==> src/rtl/srt_pkg.sv <==
// Shared types and constants of the shortest-remaining-time scheduler.
package srt_pkg;

  localparam int unsigned ARR_W   = 16;
  localparam int unsigned BT_W    = 16;
  localparam int unsigned TIME_W  = 24;
  localparam int unsigned SLOT_W  = 4;
  localparam int unsigned OP_W    = 2;
  localparam int unsigned ENTRY_W = ARR_W + 2 * BT_W;

  localparam logic [TIME_W-1:0] TIME_MAX = {TIME_W{1'b1}};

  localparam logic [OP_W-1:0] OP_LOAD  = 2'd0;
  localparam logic [OP_W-1:0] OP_TICK  = 2'd1;
  localparam logic [OP_W-1:0] OP_CLEAR = 2'd2;

  typedef enum logic [1:0] {
    ST_IDLE,
    ST_SCAN,
    ST_EXEC
  } state_t;

  typedef struct packed {
    logic capture;
    logic scan_rd;
    logic exec;
  } srt_cmd_t;

  typedef struct packed {
    logic scan_done;
    logic out_free;
  } srt_status_t;

endpackage

==> src/rtl/srt_if.sv <==
// Valid/ready channel interfaces for the scheduler's input and result transfers.
interface srt_in_if import srt_pkg::*; ();
  logic              valid;
  logic              ready;
  logic [OP_W-1:0]   operation;
  logic [ARR_W-1:0]  arrival_time;
  logic [BT_W-1:0]   burst_time;

  modport source (output valid, operation, arrival_time, burst_time, input ready);
  modport sink   (input valid, operation, arrival_time, burst_time, output ready);
endinterface

interface srt_out_if import srt_pkg::*; ();
  logic              valid;
  logic              ready;
  logic [SLOT_W-1:0] slot;
  logic              status;
  logic              idle;
  logic              finished;
  logic [TIME_W-1:0] completion_time;
  logic [TIME_W-1:0] turnaround_time;
  logic [TIME_W-1:0] waiting_time;

  modport source (output valid, slot, status, idle, finished, completion_time,
                  turnaround_time, waiting_time, input ready);
  modport sink   (input valid, slot, status, idle, finished, completion_time,
                  turnaround_time, waiting_time, output ready);
endinterface

==> src/rtl/srt_ram.sv <==
// Generic single-write, single-read RAM with a registered read port.
module srt_ram #(
  parameter int unsigned WIDTH = 8,
  parameter int unsigned DEPTH = 16
) (
  input  logic                     clk,
  input  logic                     we,
  input  logic [$clog2(DEPTH)-1:0] waddr,
  input  logic [WIDTH-1:0]         wdata,
  input  logic [$clog2(DEPTH)-1:0] raddr,
  output logic [WIDTH-1:0]         rdata
);

  logic [WIDTH-1:0] mem [DEPTH];

  always_ff @(posedge clk) begin
    if (we) begin
      mem[waddr] <= wdata;
    end
    rdata <= mem[raddr];
  end

endmodule

==> src/rtl/srt_ctrl.sv <==
// Controller state machine: input handshake, slot scan sequencing and result issue.
module srt_ctrl import srt_pkg::*; (
  input  logic            clk,
  input  logic            rst_n,
  input  logic            in_valid,
  input  logic [OP_W-1:0] in_op,
  output logic            in_ready,
  input  srt_status_t     status,
  output srt_cmd_t        cmd
);

  state_t state_r;
  state_t state_nxt;

  always_ff @(posedge clk) begin
    if (!rst_n) begin
      state_r <= ST_IDLE;
    end else begin
      state_r <= state_nxt;
    end
  end

  always_comb begin
    state_nxt   = state_r;
    in_ready    = 1'b0;
    cmd         = '0;
    unique case (state_r)
      ST_IDLE: begin
        in_ready = 1'b1;
        if (in_valid) begin
          cmd.capture = 1'b1;
          state_nxt   = (in_op == OP_TICK) ? ST_SCAN : ST_EXEC;
        end
      end
      ST_SCAN: begin
        if (status.scan_done) begin
          state_nxt = ST_EXEC;
        end else begin
          cmd.scan_rd = 1'b1;
        end
      end
      ST_EXEC: begin
        if (status.out_free) begin
          cmd.exec  = 1'b1;
          state_nxt = ST_IDLE;
        end
      end
      default: begin
        state_nxt = ST_IDLE;
      end
    endcase
  end

  a_exec_needs_room: assert property (@(posedge clk) disable iff (!rst_n)
    cmd.exec |-> status.out_free)
    else $error("result issued while the output register is still occupied");

  a_scan_ends_in_exec: assert property (@(posedge clk) disable iff (!rst_n)
    (state_r == ST_SCAN) && status.scan_done |=> (state_r == ST_EXEC))
    else $error("completed scan did not move on to the update");

endmodule

==> src/rtl/srt_dp.sv <==
// Datapath: job table, scan comparator, clock, result arithmetic and output register.
module srt_dp import srt_pkg::*; #(
  parameter int unsigned MAX_JOBS = 16
) (
  input  logic              clk,
  input  logic              rst_n,
  input  srt_cmd_t          cmd,
  output srt_status_t       status,
  input  logic [OP_W-1:0]   in_op,
  input  logic [ARR_W-1:0]  in_arr,
  input  logic [BT_W-1:0]   in_bt,
  input  logic              out_ready,
  output logic              out_valid,
  output logic [SLOT_W-1:0] out_slot,
  output logic              out_status,
  output logic              out_idle,
  output logic              out_finished,
  output logic [TIME_W-1:0] out_completion,
  output logic [TIME_W-1:0] out_turnaround,
  output logic [TIME_W-1:0] out_waiting
);

  localparam int unsigned IDXW = $clog2(MAX_JOBS);
  localparam int unsigned CNTW = $clog2(MAX_JOBS + 1);

  // Captured item and clock.
  logic [OP_W-1:0]   op_r;
  logic [ARR_W-1:0]  arr_r;
  logic [BT_W-1:0]   bt_r;
  logic [TIME_W-1:0] clock_r;
  logic [TIME_W-1:0] clock_nxt;
  logic [TIME_W-1:0] clk_inc_r;
  logic [CNTW-1:0]   job_cnt_r;
  logic [CNTW-1:0]   job_cnt_nxt;

  // Scan state.
  logic [CNTW-1:0]   scan_cnt_r;
  logic              rd_vld_r;
  logic [IDXW-1:0]   cmp_idx_r;
  logic              found_r;
  logic [IDXW-1:0]   best_idx_r;
  logic [ARR_W-1:0]  best_arr_r;
  logic [BT_W-1:0]   best_bt_r;
  logic [BT_W-1:0]   best_rem_r;
  logic [ARR_W:0]    best_ab_r;

  // Table memory.
  logic              ram_we;
  logic [IDXW-1:0]   ram_waddr;
  logic [ENTRY_W-1:0] ram_wdata;
  logic [ENTRY_W-1:0] ram_rdata;
  logic [ARR_W-1:0]  rd_arr;
  logic [BT_W-1:0]   rd_bt;
  logic [BT_W-1:0]   rd_rem;
  logic              better;

  // Output register.
  logic              out_valid_r;
  logic              out_valid_nxt;
  logic [SLOT_W-1:0] slot_r;
  logic              status_r;
  logic              idle_r;
  logic              finished_r;
  logic [TIME_W-1:0] ct_r;
  logic [TIME_W-1:0] tat_r;
  logic [TIME_W-1:0] wt_r;
  logic [SLOT_W-1:0] slot_nxt;
  logic              status_nxt;
  logic              idle_nxt;
  logic              finished_nxt;
  logic [TIME_W-1:0] ct_nxt;
  logic [TIME_W-1:0] tat_nxt;
  logic [TIME_W-1:0] wt_nxt;

  logic [BT_W-1:0]   rem_dec;
  logic [TIME_W-1:0] arr_ext;
  logic [TIME_W-1:0] ab_ext;

  srt_ram #(
    .WIDTH (ENTRY_W),
    .DEPTH (MAX_JOBS)
  ) u_table (
    .clk   (clk),
    .we    (ram_we),
    .waddr (ram_waddr),
    .wdata (ram_wdata),
    .raddr (scan_cnt_r[IDXW-1:0]),
    .rdata (ram_rdata)
  );

  assign rd_arr = ram_rdata[ENTRY_W-1 -: ARR_W];
  assign rd_bt  = ram_rdata[2*BT_W-1 -: BT_W];
  assign rd_rem = ram_rdata[BT_W-1:0];

  assign better = ({{(TIME_W-ARR_W){1'b0}}, rd_arr} <= clock_r) && (rd_rem != '0) &&
                  (!found_r || (rd_rem < best_rem_r));

  assign status.scan_done = (scan_cnt_r == job_cnt_r);
  assign status.out_free  = !out_valid_r || out_ready;

  // Control registers.
  always_ff @(posedge clk) begin
    if (!rst_n) begin
      clock_r     <= '0;
      job_cnt_r   <= '0;
      scan_cnt_r  <= '0;
      rd_vld_r    <= 1'b0;
      found_r     <= 1'b0;
      out_valid_r <= 1'b0;
    end else begin
      clock_r     <= clock_nxt;
      job_cnt_r   <= job_cnt_nxt;
      rd_vld_r    <= cmd.scan_rd;
      out_valid_r <= out_valid_nxt;
      if (cmd.capture) begin
        scan_cnt_r <= '0;
        found_r    <= 1'b0;
      end else begin
        if (cmd.scan_rd) begin
          scan_cnt_r <= scan_cnt_r + CNTW'(1);
        end
        if (rd_vld_r && better) begin
          found_r <= 1'b1;
        end
      end
    end
  end

  // Payload registers.
  always_ff @(posedge clk) begin
    if (cmd.capture) begin
      op_r      <= in_op;
      arr_r     <= in_arr;
      bt_r      <= in_bt;
      clk_inc_r <= (clock_r == TIME_MAX) ? clock_r : clock_r + TIME_W'(1);
    end
    cmp_idx_r <= scan_cnt_r[IDXW-1:0];
    if (rd_vld_r && better) begin
      best_idx_r <= cmp_idx_r;
      best_arr_r <= rd_arr;
      best_bt_r  <= rd_bt;
      best_rem_r <= rd_rem;
      best_ab_r  <= {1'b0, rd_arr} + {1'b0, rd_bt};
    end
    if (cmd.exec) begin
      slot_r     <= slot_nxt;
      status_r   <= status_nxt;
      idle_r     <= idle_nxt;
      finished_r <= finished_nxt;
      ct_r       <= ct_nxt;
      tat_r      <= tat_nxt;
      wt_r       <= wt_nxt;
    end
  end

  assign rem_dec = best_rem_r - BT_W'(1);
  assign arr_ext = {{(TIME_W-ARR_W){1'b0}}, best_arr_r};
  assign ab_ext  = {{(TIME_W-ARR_W-1){1'b0}}, best_ab_r};

  always_comb begin
    clock_nxt     = clock_r;
    job_cnt_nxt   = job_cnt_r;
    ram_we        = 1'b0;
    ram_waddr     = job_cnt_r[IDXW-1:0];
    ram_wdata     = {arr_r, bt_r, bt_r};
    slot_nxt      = '0;
    status_nxt    = 1'b0;
    idle_nxt      = 1'b0;
    finished_nxt  = 1'b0;
    ct_nxt        = '0;
    tat_nxt       = '0;
    wt_nxt        = '0;
    out_valid_nxt = out_valid_r && !out_ready;
    if (cmd.exec) begin
      out_valid_nxt = 1'b1;
      case (op_r)
        OP_LOAD: begin
          if (job_cnt_r < CNTW'(MAX_JOBS)) begin
            ram_we      = 1'b1;
            slot_nxt    = SLOT_W'(job_cnt_r[IDXW-1:0]);
            job_cnt_nxt = job_cnt_r + CNTW'(1);
          end else begin
            status_nxt = 1'b1;
          end
        end
        OP_TICK: begin
          clock_nxt = clk_inc_r;
          if (!found_r) begin
            idle_nxt = 1'b1;
          end else begin
            ram_we    = 1'b1;
            ram_waddr = best_idx_r;
            ram_wdata = {best_arr_r, best_bt_r, rem_dec};
            slot_nxt  = SLOT_W'(best_idx_r);
            if (rem_dec == '0) begin
              finished_nxt = 1'b1;
              ct_nxt       = clk_inc_r;
              tat_nxt      = (clk_inc_r >= arr_ext) ? clk_inc_r - arr_ext : '0;
              wt_nxt       = (clk_inc_r >= ab_ext) ? clk_inc_r - ab_ext : '0;
            end
          end
        end
        OP_CLEAR: begin
          clock_nxt   = '0;
          job_cnt_nxt = '0;
        end
        default: begin
        end
      endcase
    end
  end

  assign out_valid      = out_valid_r;
  assign out_slot       = slot_r;
  assign out_status     = status_r;
  assign out_idle       = idle_r;
  assign out_finished   = finished_r;
  assign out_completion = ct_r;
  assign out_turnaround = tat_r;
  assign out_waiting    = wt_r;

  a_count_bound: assert property (@(posedge clk) disable iff (!rst_n)
    job_cnt_r <= CNTW'(MAX_JOBS))
    else $error("job count exceeds the table depth");

  a_best_runnable: assert property (@(posedge clk) disable iff (!rst_n)
    found_r |-> (best_rem_r != '0))
    else $error("selected job has no remaining time");

  a_finish_consistent: assert property (@(posedge clk) disable iff (!rst_n)
    out_valid_r && finished_r |-> !idle_r && !status_r && (ct_r >= tat_r) && (tat_r >= wt_r))
    else $error("finishing result carries inconsistent times or flags");

endmodule

==> src/rtl/shortest_remaining_time_scheduler.sv <==
// Top level of the preemptive shortest-remaining-time scheduler.
//
//   Channel  Direction  Handshake     Contents
//   in_ch    sink       valid/ready   operation, arrival_time, burst_time
//   out_ch   source     valid/ready   slot, status, idle, finished, three times
//
// Load, clear and unused operations are captured, then applied in the update state once the
// output register is free. A tick first scans the table: the single table read port visits
// one loaded slot per cycle, feeding one comparator, before the chosen entry is updated.
// A new item is taken while the previous result still waits in the output register.
// Synchronous reset empties the table and zeroes the clock; no clearing pass is run.
module shortest_remaining_time_scheduler import srt_pkg::*; #(
  parameter int unsigned MAX_JOBS = 16
) (
  input  logic       clk,
  input  logic       rst_n,
  srt_in_if.sink     in_ch,
  srt_out_if.source  out_ch
);

  srt_cmd_t    cmd;
  srt_status_t status;

  srt_ctrl u_ctrl (
    .clk      (clk),
    .rst_n    (rst_n),
    .in_valid (in_ch.valid),
    .in_op    (in_ch.operation),
    .in_ready (in_ch.ready),
    .status   (status),
    .cmd      (cmd)
  );

  srt_dp #(
    .MAX_JOBS (MAX_JOBS)
  ) u_dp (
    .clk            (clk),
    .rst_n          (rst_n),
    .cmd            (cmd),
    .status         (status),
    .in_op          (in_ch.operation),
    .in_arr         (in_ch.arrival_time),
    .in_bt          (in_ch.burst_time),
    .out_ready      (out_ch.ready),
    .out_valid      (out_ch.valid),
    .out_slot       (out_ch.slot),
    .out_status     (out_ch.status),
    .out_idle       (out_ch.idle),
    .out_finished   (out_ch.finished),
    .out_completion (out_ch.completion_time),
    .out_turnaround (out_ch.turnaround_time),
    .out_waiting    (out_ch.waiting_time)
  );

endmodule

==> src/flat_wrapper.sv <==
// flat-port wrapper written by rule: the top's interface ports become plain ports
module shortest_remaining_time_scheduler_flat import srt_pkg::*;
#(
  parameter int unsigned MAX_JOBS = 16
)
  (clk, rst_n, in_ch_valid, in_ch_operation, in_ch_arrival_time, in_ch_burst_time, in_ch_ready, out_ch_valid, out_ch_slot, out_ch_status, out_ch_idle, out_ch_finished, out_ch_completion_time, out_ch_turnaround_time, out_ch_waiting_time, out_ch_ready);
  srt_in_if in_ch_i ();
  srt_out_if out_ch_i ();
  input  logic clk;
  input  logic rst_n;
  input wire logic [$bits(in_ch_i.valid)-1:0] in_ch_valid;
  input wire logic [$bits(in_ch_i.operation)-1:0] in_ch_operation;
  input wire logic [$bits(in_ch_i.arrival_time)-1:0] in_ch_arrival_time;
  input wire logic [$bits(in_ch_i.burst_time)-1:0] in_ch_burst_time;
  output wire logic [$bits(in_ch_i.ready)-1:0] in_ch_ready;
  output wire logic [$bits(out_ch_i.valid)-1:0] out_ch_valid;
  output wire logic [$bits(out_ch_i.slot)-1:0] out_ch_slot;
  output wire logic [$bits(out_ch_i.status)-1:0] out_ch_status;
  output wire logic [$bits(out_ch_i.idle)-1:0] out_ch_idle;
  output wire logic [$bits(out_ch_i.finished)-1:0] out_ch_finished;
  output wire logic [$bits(out_ch_i.completion_time)-1:0] out_ch_completion_time;
  output wire logic [$bits(out_ch_i.turnaround_time)-1:0] out_ch_turnaround_time;
  output wire logic [$bits(out_ch_i.waiting_time)-1:0] out_ch_waiting_time;
  input wire logic [$bits(out_ch_i.ready)-1:0] out_ch_ready;
  assign in_ch_i.valid = in_ch_valid;
  assign in_ch_i.operation = in_ch_operation;
  assign in_ch_i.arrival_time = in_ch_arrival_time;
  assign in_ch_i.burst_time = in_ch_burst_time;
  assign in_ch_ready = in_ch_i.ready;
  assign out_ch_valid = out_ch_i.valid;
  assign out_ch_slot = out_ch_i.slot;
  assign out_ch_status = out_ch_i.status;
  assign out_ch_idle = out_ch_i.idle;
  assign out_ch_finished = out_ch_i.finished;
  assign out_ch_completion_time = out_ch_i.completion_time;
  assign out_ch_turnaround_time = out_ch_i.turnaround_time;
  assign out_ch_waiting_time = out_ch_i.waiting_time;
  assign out_ch_i.ready = out_ch_ready;
  shortest_remaining_time_scheduler #(.MAX_JOBS(MAX_JOBS)) u_core (.clk(clk), .rst_n(rst_n), .in_ch(in_ch_i), .out_ch(out_ch_i));
endmodule
==> config.mk <==
export PLATFORM = sky130hd
export DESIGN_NAME = shortest_remaining_time_scheduler_flat
export DESIGN_NICKNAME = d
export VERILOG_FILES = /design/src/rtl/srt_pkg.sv /design/src/rtl/srt_if.sv /design/src/rtl/srt_ram.sv /design/src/rtl/srt_ctrl.sv /design/src/rtl/srt_dp.sv /design/src/rtl/shortest_remaining_time_scheduler.sv /design/src/flat_wrapper.sv
export SDC_FILE = /design/constraint.sdc
export NUM_CORES = 1
export LEC_CHECK = 0
export ABC_AREA = 0
export BUFFER_PORTS_ARGS = -buffer_cell sky130_fd_sc_hd__buf_2
export CELL_PAD_IN_SITES_DETAIL_PLACEMENT = 1
export CELL_PAD_IN_SITES_GLOBAL_PLACEMENT = 1
export CORE_MARGIN = 5
export CORE_UTILIZATION = 45
export CTS_CLUSTER_SIZE = 24
export DETAILED_ROUTE_END_ITERATION = 7
export GPL_ROUTABILITY_DRIVEN = 0
export GPL_TIMING_DRIVEN = 0
export PLACE_DENSITY_LB_ADDON = 0.05
export SLEW_MARGIN = 20
export SYNTH_ARGS = -nofsm -noshare
export SYNTH_HDL_FRONTEND = slang
export SYNTH_SLANG_ARGS = --single-unit
==> constraint.sdc <==
create_clock -name clk -period 9.5 [get_ports clk]
set_clock_uncertainty 0.1 [all_clocks]
set_input_delay 1.9 -clock clk [delete_from_list [all_inputs] [get_ports clk]]
set_output_delay 1.9 -clock clk [all_outputs]
set_load 0.005 [all_outputs]
==> flow_metrics.tcl, run 1 <==
set metrics [dict create \
    drt_iter0_markers 2271 \
    cts_sinks 1065 \
    htree_levels 3 \
    p_clk_frac 0.440 \
    arrival_ns 5.32 \
    crit_top_cell "clkbuf_1" \
    cpPeakStageDelay_ns 0.91 \
    crit_path_end_kind "flop" \
    ioPinCount 119 \
    worst_pin_slew_ns 1.102 \
    yosysWarningCount 0 \
    synthToLayoutAreaGrowth_pct 16.86 \
    pre_cts_slack_ns 4.154 \
    worstPathRequired_ns 9.93 \
    synth_cell_types 61 \
    power.internal_mw 7.800 \
    cpMaxStageDelayCell "a2111oi_4" \
    synth_edf_count 974 \
    synth_area_mm2 0.04330 \
    drive_above_1_share 0.2264 \
    max-cap-violations 0 \
    setup_violations 0 \
    vias 23740 \
    start_util 0.4544 \
    min_path_type "reg -> reg" \
    p_switching_mw 2.067 \
    synth_area_leaders "edfxtp_1 (68%), mux4_2 (12%), dfxtp_1 (4.2%), ha_1 (2.5%), nand2_1 (1.2%)" \
    die_area_mm2 0.1025 \
    post-route-min-period_ns 4.892 \
    grt_pass1_vias 24960 \
    powerDensity_mw_per_mm2 195.0 \
    rows 113 \
    ctsHoldBuffers 0 \
    final_cells 4093 \
    finalCritPeriodShare 0.5149 \
    cts_tree "yes" \
    placed_cells_incl_taps 3881 \
    ctsResizeCount 0 \
    path_cells "inv_1 -> ha_1 -> clkbuf_1 -> nand4_1 -> xnor2_1 -> o2111ai_1 -> a2111oi_4 -> o21ai_2 -> clkbuf_1 -> nor2_1" \
    die-height_um 320.2 \
    total_power_mw 9.866 \
    final_cell_mix "edfxtp_1 (974), mux4_2 (240), nand2_1 (138), buf_2 (130), clkbuf_16 (114)" \
    via_per_inst 5.801 \
    wl_um 121400 \
    nets 2859 \
    core-area_mm2 0.09529 \
    maxSlewViolCount 0 \
    clock_path_buffers 3 \
    clockRootBuffer "clkbuf_16" \
    fmax_mhz 204.4 \
    die_x_um 320.2 \
    rsz0062_at_grt "no" \
    drc 0 \
    synth_top_area_frac 0.6755 \
    wl_per_cell_um 29.66 \
    worst_setup_path_start_kind "flop" \
    combPwrFrac 0.032 \
    ys.flop_type "edfxtp_1" \
    synth_area_leader_cell "edfxtp_1" \
    cts_made_buffers 111 \
    ys_async_sr_fraction 0 \
    hold_viol_final 0 \
    p_leak_nw 16.60 \
    mostFrequentLayoutCell "edfxtp_1" \
    ant_nets 0 \
    antenna_found_initial 1 \
    max_slew_margin 0.2656 \
    p_seq_frac 0.527 \
    synth_cells 2436 \
    timing_worst_setup_path_type "reg -> reg" \
    ys_seq_elements 1065 \
    setup_ws_ns 4.608 \
    hpwl_um 84470 \
    status "finished, final reports clean" \
    setup_tns_ns 0 \
    avgSynthCellArea_um2 17.78 \
    overflow 0 \
    grt_max_degree 66 \
    grt_pass1_wl_um 175100 \
    track_usage 0.2350 \
    cts_setup_buffers 0 \
    crit_fanout 10 \
    ys_seq_area_frac 0.7175 \
    clk_pin_slew_ns 0.06 \
    drtPass1Iterations 5 \
    swShare 0.2095 \
    irDropWorstVdd_v 0.0001450 \
    port-buffer-count 118 \
    mappedNetlistNets 2565 \
    clk_latency_ns 0.71 \
]
==> critical path: cells and delay by family, from the launching register on <==
family / cells / cell delay (ns)
adders and majority gates: 1 / 0.30
buffers and inverters: 3 / 0.99
xor gates and xnor gates: 1 / 0.73
and+or+nand+nor: 2 / 0.43
AOI/OAI and AO/OA: 3 / 1.53
DFF: 1 / 0.60
==> power by group through the flow <==
stage	logic, mW	clock network, mW	registers [mW]
3_5_place_dp	0.317	0	5.30
4_1_cts	0.319	4.43	5.20
5_1_grt	0.346	4.66	5.20
2_1_floorplan	0.183	0	5.29
3_3_place_gp	0.292	0	5.31
6_report	0.317	4.35	5.20
==> metal layers <==
metal	share of wire	wire length, µm	vias to the layer above	track usage
met2	0.48	57820	753	0.3806
met3	0.068	8270	147	0.04950
met4	0.023	2748	0	0.05544
met1	0.43	52580	12620	0.3319
li1	-	-	10220	-
met5	0	0	-	0
==> worst paths after layout <==
kind	slack [ns]	start	to	cells past startpoint
setup reg to reg	4.61	u_core.u_dp.best_rem_r[0]$_DFFE_PP_	u_core.u_dp.out_turnaround[14]$_SDFFCE_PN0P_	10
hold reg to reg	0.25	u_core.u_dp.scan_cnt_r[3]$_SDFFE_PP0P_	u_core.u_dp.cmp_idx_r[3]$_DFF_P_	0
setup / recovery	4.61	u_core.u_dp.best_rem_r[0]$_DFFE_PP_	u_core.u_dp.out_turnaround[14]$_SDFFCE_PN0P_	10
hold / removal	0.25	u_core.u_dp.scan_cnt_r[3]$_SDFFE_PP0P_	u_core.u_dp.cmp_idx_r[3]$_DFF_P_	0
==> synthesized netlist by cell type (8+ instances only) <==
cell type,n
clkbuf_1,85
xor2_1,38
nor3_1,36
o21ai_0,62
dfxtp_1,91
a21o_1,25
nand3_1,25
nor2_1,111
ha_1,88
a31oi_1,9
edfxtp_1,974
a21oi_1,80
mux4_2,240
o21bai_1,8
o21a_1,13
nand4_1,34
buf_1,13
nor2b_1,39
nor3b_1,26
nand2_1,138
a211oi_1,13
xnor2_1,55
nor4_1,15
nand2b_1,9
inv_1,91
and2_1,30
==> area by class of cell <==
| type | instances | area (µm²) |
|---|---|---|
| clock buffer | 161 | 3129 |
| buffer | 105 | 430.4 |
| inverter | 91 | 346.6 |
| clock inverter | 49 | 519.2 |
| sequential | 1065 | 31070 |
| fill | 8718 | 44690 |
| timing repair buffer | 181 | 1893 |
| antenna | 1 | 2.502 |
| multi-input combinational | 1175 | 11630 |
| tap | 1265 | 1583 |
==> registers in the layout, indices dropped and copies added, names as in the netlist, 17 cells and up <==
signal and count:
u_core.u_dp.clk_inc_r 24, u_core.u_dp.best_ab_r 17, u_core.u_dp.out_completion 24, u_core.u_dp.out_turnaround 24, u_core.u_dp.out_waiting 24, u_core.u_dp.u_table.rdata 48, u_core.u_dp.clock_r 24, u_core.u_dp.u_table.mem 768
==> per-stage QoR <==
| step | hold WS [ns] | area, µm² | utilization |
|---|---|---|---|
| 3_3_place_gp | 0.2319 | 45470 | 0.4772 |
| 5_1_grt | 0.2570 | 50600 | 0.5310 |
| 4_1_cts | 0.2512 | 50570 | 0.5307 |
| 2_1_floorplan | 0.2290 | 43300 | - |
| 3_5_place_dp | 0.2372 | 46930 | 0.4924 |
| 6_report | 0.2497 | 50600 | 0.5310 |
==> cell families (layout without fill, tap and decap cells) <==
group,count (synthesis),in the layout,share of synthesized area
xor gates and xnor gates,93,93,0.01881
DFF,1065,1065,0.7175
muxes,244,244,0.1258
other,0,1,0
adders and majority gates,91,91,0.02682
AOI/OAI and AO/OA,255,255,0.03704
buffers and inverters,196,587,0.01719
and+or+nand+nor,492,492,0.05684
No activity file was read; power rests on OpenSTA's default activity.
==> run 2: changes to the inputs <==
==> constraint.sdc (replaced) <==
create_clock -name clk -period 5 [get_ports clk]
set_clock_uncertainty 0.1 [all_clocks]
set_input_delay 1 -clock clk [delete_from_list [all_inputs] [get_ports clk]]
set_output_delay 1 -clock clk [all_outputs]
set_load 0.005 [all_outputs]
==> run 2 against run 1 <==
Net effect:
- via count increased by 1.2%
- global-route usage increased by 0.23 points
- worst hold slack improved by 0.0022 ns
- maximum frequency increased by 15%
- critical path depth increased by 1
- setup slack got worse by 3.9 ns
- clock power increased by 87%
- total power increased by 89%
- register-to-register slack got worse by 3.9 ns
- largest power group unchanged
==> flow_metrics.tcl, run 2 (synthesized netlist as in run 1, its figures left out) <==
set metrics [dict create \
    status "finished, final reports clean" \
    drive_above_1_share 0.2298 \
    placed_cells_incl_taps 3878 \
    clockRootBuffer "clkbuf_16" \
    ant_nets 0 \
    rows 113 \
    htree_levels 3 \
    path_buf_inv 4 \
    multiInputGateArea_mm2 0.01165 \
    synthToLayoutAreaGrowth_pct 16.73 \
    max-cap-violations 0 \
    via_per_inst 5.882 \
    p_leak_nw 16.57 \
    nets 2856 \
    finalCritPeriodShare 0.8511 \
    port-buffer-count 118 \
    hold_viol_final 0 \
    nFillCells 8703 \
    postPlaceCellArea_mm2 0.04690 \
    drt_iter0_markers 2268 \
    wl_um 122800 \
    cts_sinks 1065 \
    wl_per_cell_um 30.04 \
    die_x_um 320.2 \
    grt_pass1_wl_um 177800 \
    final_cell_mix "edfxtp_1 (974), mux4_2 (240), nand2_1 (138), buf_2 (129), clkbuf_16 (112)" \
    fmax_mhz 235.0 \
    mostFrequentLayoutCell "edfxtp_1" \
    grt_pass1_vias 25150 \
    setup_violations 0 \
    max_slew_margin 0.2363 \
    crit_path_end_kind "flop" \
    overflow 0 \
    stdcell_area_mm2 0.05054 \
    reg_top3 "u_core.u_dp.u_table.mem x768, u_core.u_dp.u_table.rdata x48" \
    drtPass1Iterations 5 \
    clk_pin_slew_ns 0.06 \
    clock_path_buffers 3 \
    die-height_um 320.2 \
    ctsResizeCount 0 \
    cpPeakStageDelay_ns 0.68 \
    cts_tree "yes" \
    regArea_mm2 0.03107 \
    min_path_type "reg -> reg" \
    antenna_found_initial 6 \
    drc 0 \
    grt_max_degree 43 \
    path_cells "inv_1 -> ha_1 -> clkbuf_1 -> nand4_1 -> xnor2_1 -> o2111ai_1 -> a2111oi_4 -> buf_12 -> nand3_2 -> buf_2 -> a31oi_1" \
    largest_register_ffs 768 \
    die_area_mm2 0.1025 \
    cpMaxStageDelayCell "xnor2_1" \
    crit_fanout 10 \
    setup_ws_ns 0.7446 \
    whs_ns 0.2520 \
    clk_latency_ns 0.70 \
    pre_cts_slack_ns 0.1418 \
    arrival_ns 4.63 \
    maxSlewViolCount 0 \
    powerDensity_mw_per_mm2 368.1 \
    rsz0062_at_grt "no" \
    vias 24030 \
    start_util 0.4544 \
    cts_made_buffers 110 \
    final_cells 4086 \
    crit_family "compound AO/OA/AOI/OAI gates" \
    worst_pin_slew_ns 1.138 \
    post-route-min-period_ns 4.255 \
    worstPathRequired_ns 5.38 \
    track_usage 0.2373 \
    worst_setup_path_start_kind "flop" \
    core-area_mm2 0.09529 \
    irDropWorstVdd_v 0.0002533 \
    top_register "u_core.u_dp.u_table.mem" \
    ioPinCount 119 \
    hpwl_um 85140 \
    cts_setup_buffers 0 \
    ctsHoldBuffers 0 \
    timing_worst_setup_path_type "reg -> reg" \
]
==> run 2: layout make-up <==
class,instances,share of cell area
clock inverters,54,0.01005
flip-flops and latches,1065,0.6147
inverters,91,0.006882
multi-input cells,1175,0.2304
clock buffers,151,0.06092
well taps,1265,0.03131
plain buffers,105,0.008491
diodes,1,0.00004951
repair buffers,179,0.03716
==> run 2: final timing paths <==
kind	from	endpoint	slack, ns	cells past startpoint
setup / recovery	u_core.u_dp.best_rem_r[0]$_DFFE_PP_	u_core.u_dp.out_waiting[23]$_SDFFCE_PN0P_	0.74	11
hold reg to reg	u_core.u_dp.scan_cnt_r[3]$_SDFFE_PP0P_	u_core.u_dp.cmp_idx_r[3]$_DFF_P_	0.25	0
setup reg to reg	u_core.u_dp.best_rem_r[0]$_DFFE_PP_	u_core.u_dp.out_waiting[23]$_SDFFCE_PN0P_	0.74	11
hold / removal	u_core.u_dp.scan_cnt_r[3]$_SDFFE_PP0P_	u_core.u_dp.cmp_idx_r[3]$_DFF_P_	0.25	0
==> run 2: per-layer routing <==
layer  up-vias  wire, µm  GRT usage
met5         -         0          0
met4         0      2628    0.05330
met3       158      7137    0.03632
met2       768     58850     0.3846
met1     12900     54140     0.3456
li1      10210         -          -
==> run 2: metrics by stage <==
stage          TNS (ns)  power, mW    util
3_3_place_gp   -2655.51      10.63  0.4776
3_5_place_dp          0      10.68  0.4921
4_1_cts               0      18.78  0.5298
6_report              0      18.61  0.5304
2_1_floorplan    -5.377      10.40       -
5_1_grt               0      19.23  0.5304
==> run 2: power breakdown <==
group / switching (mW) / total, mW / internal (mW)
sequential: 0.0594 / 9.88 / 9.82
clock: 3.45 / 8.12 / 4.67
combinational: 0.417 / 0.603 / 0.186
total: 3.93 / 18.6 / 14.7
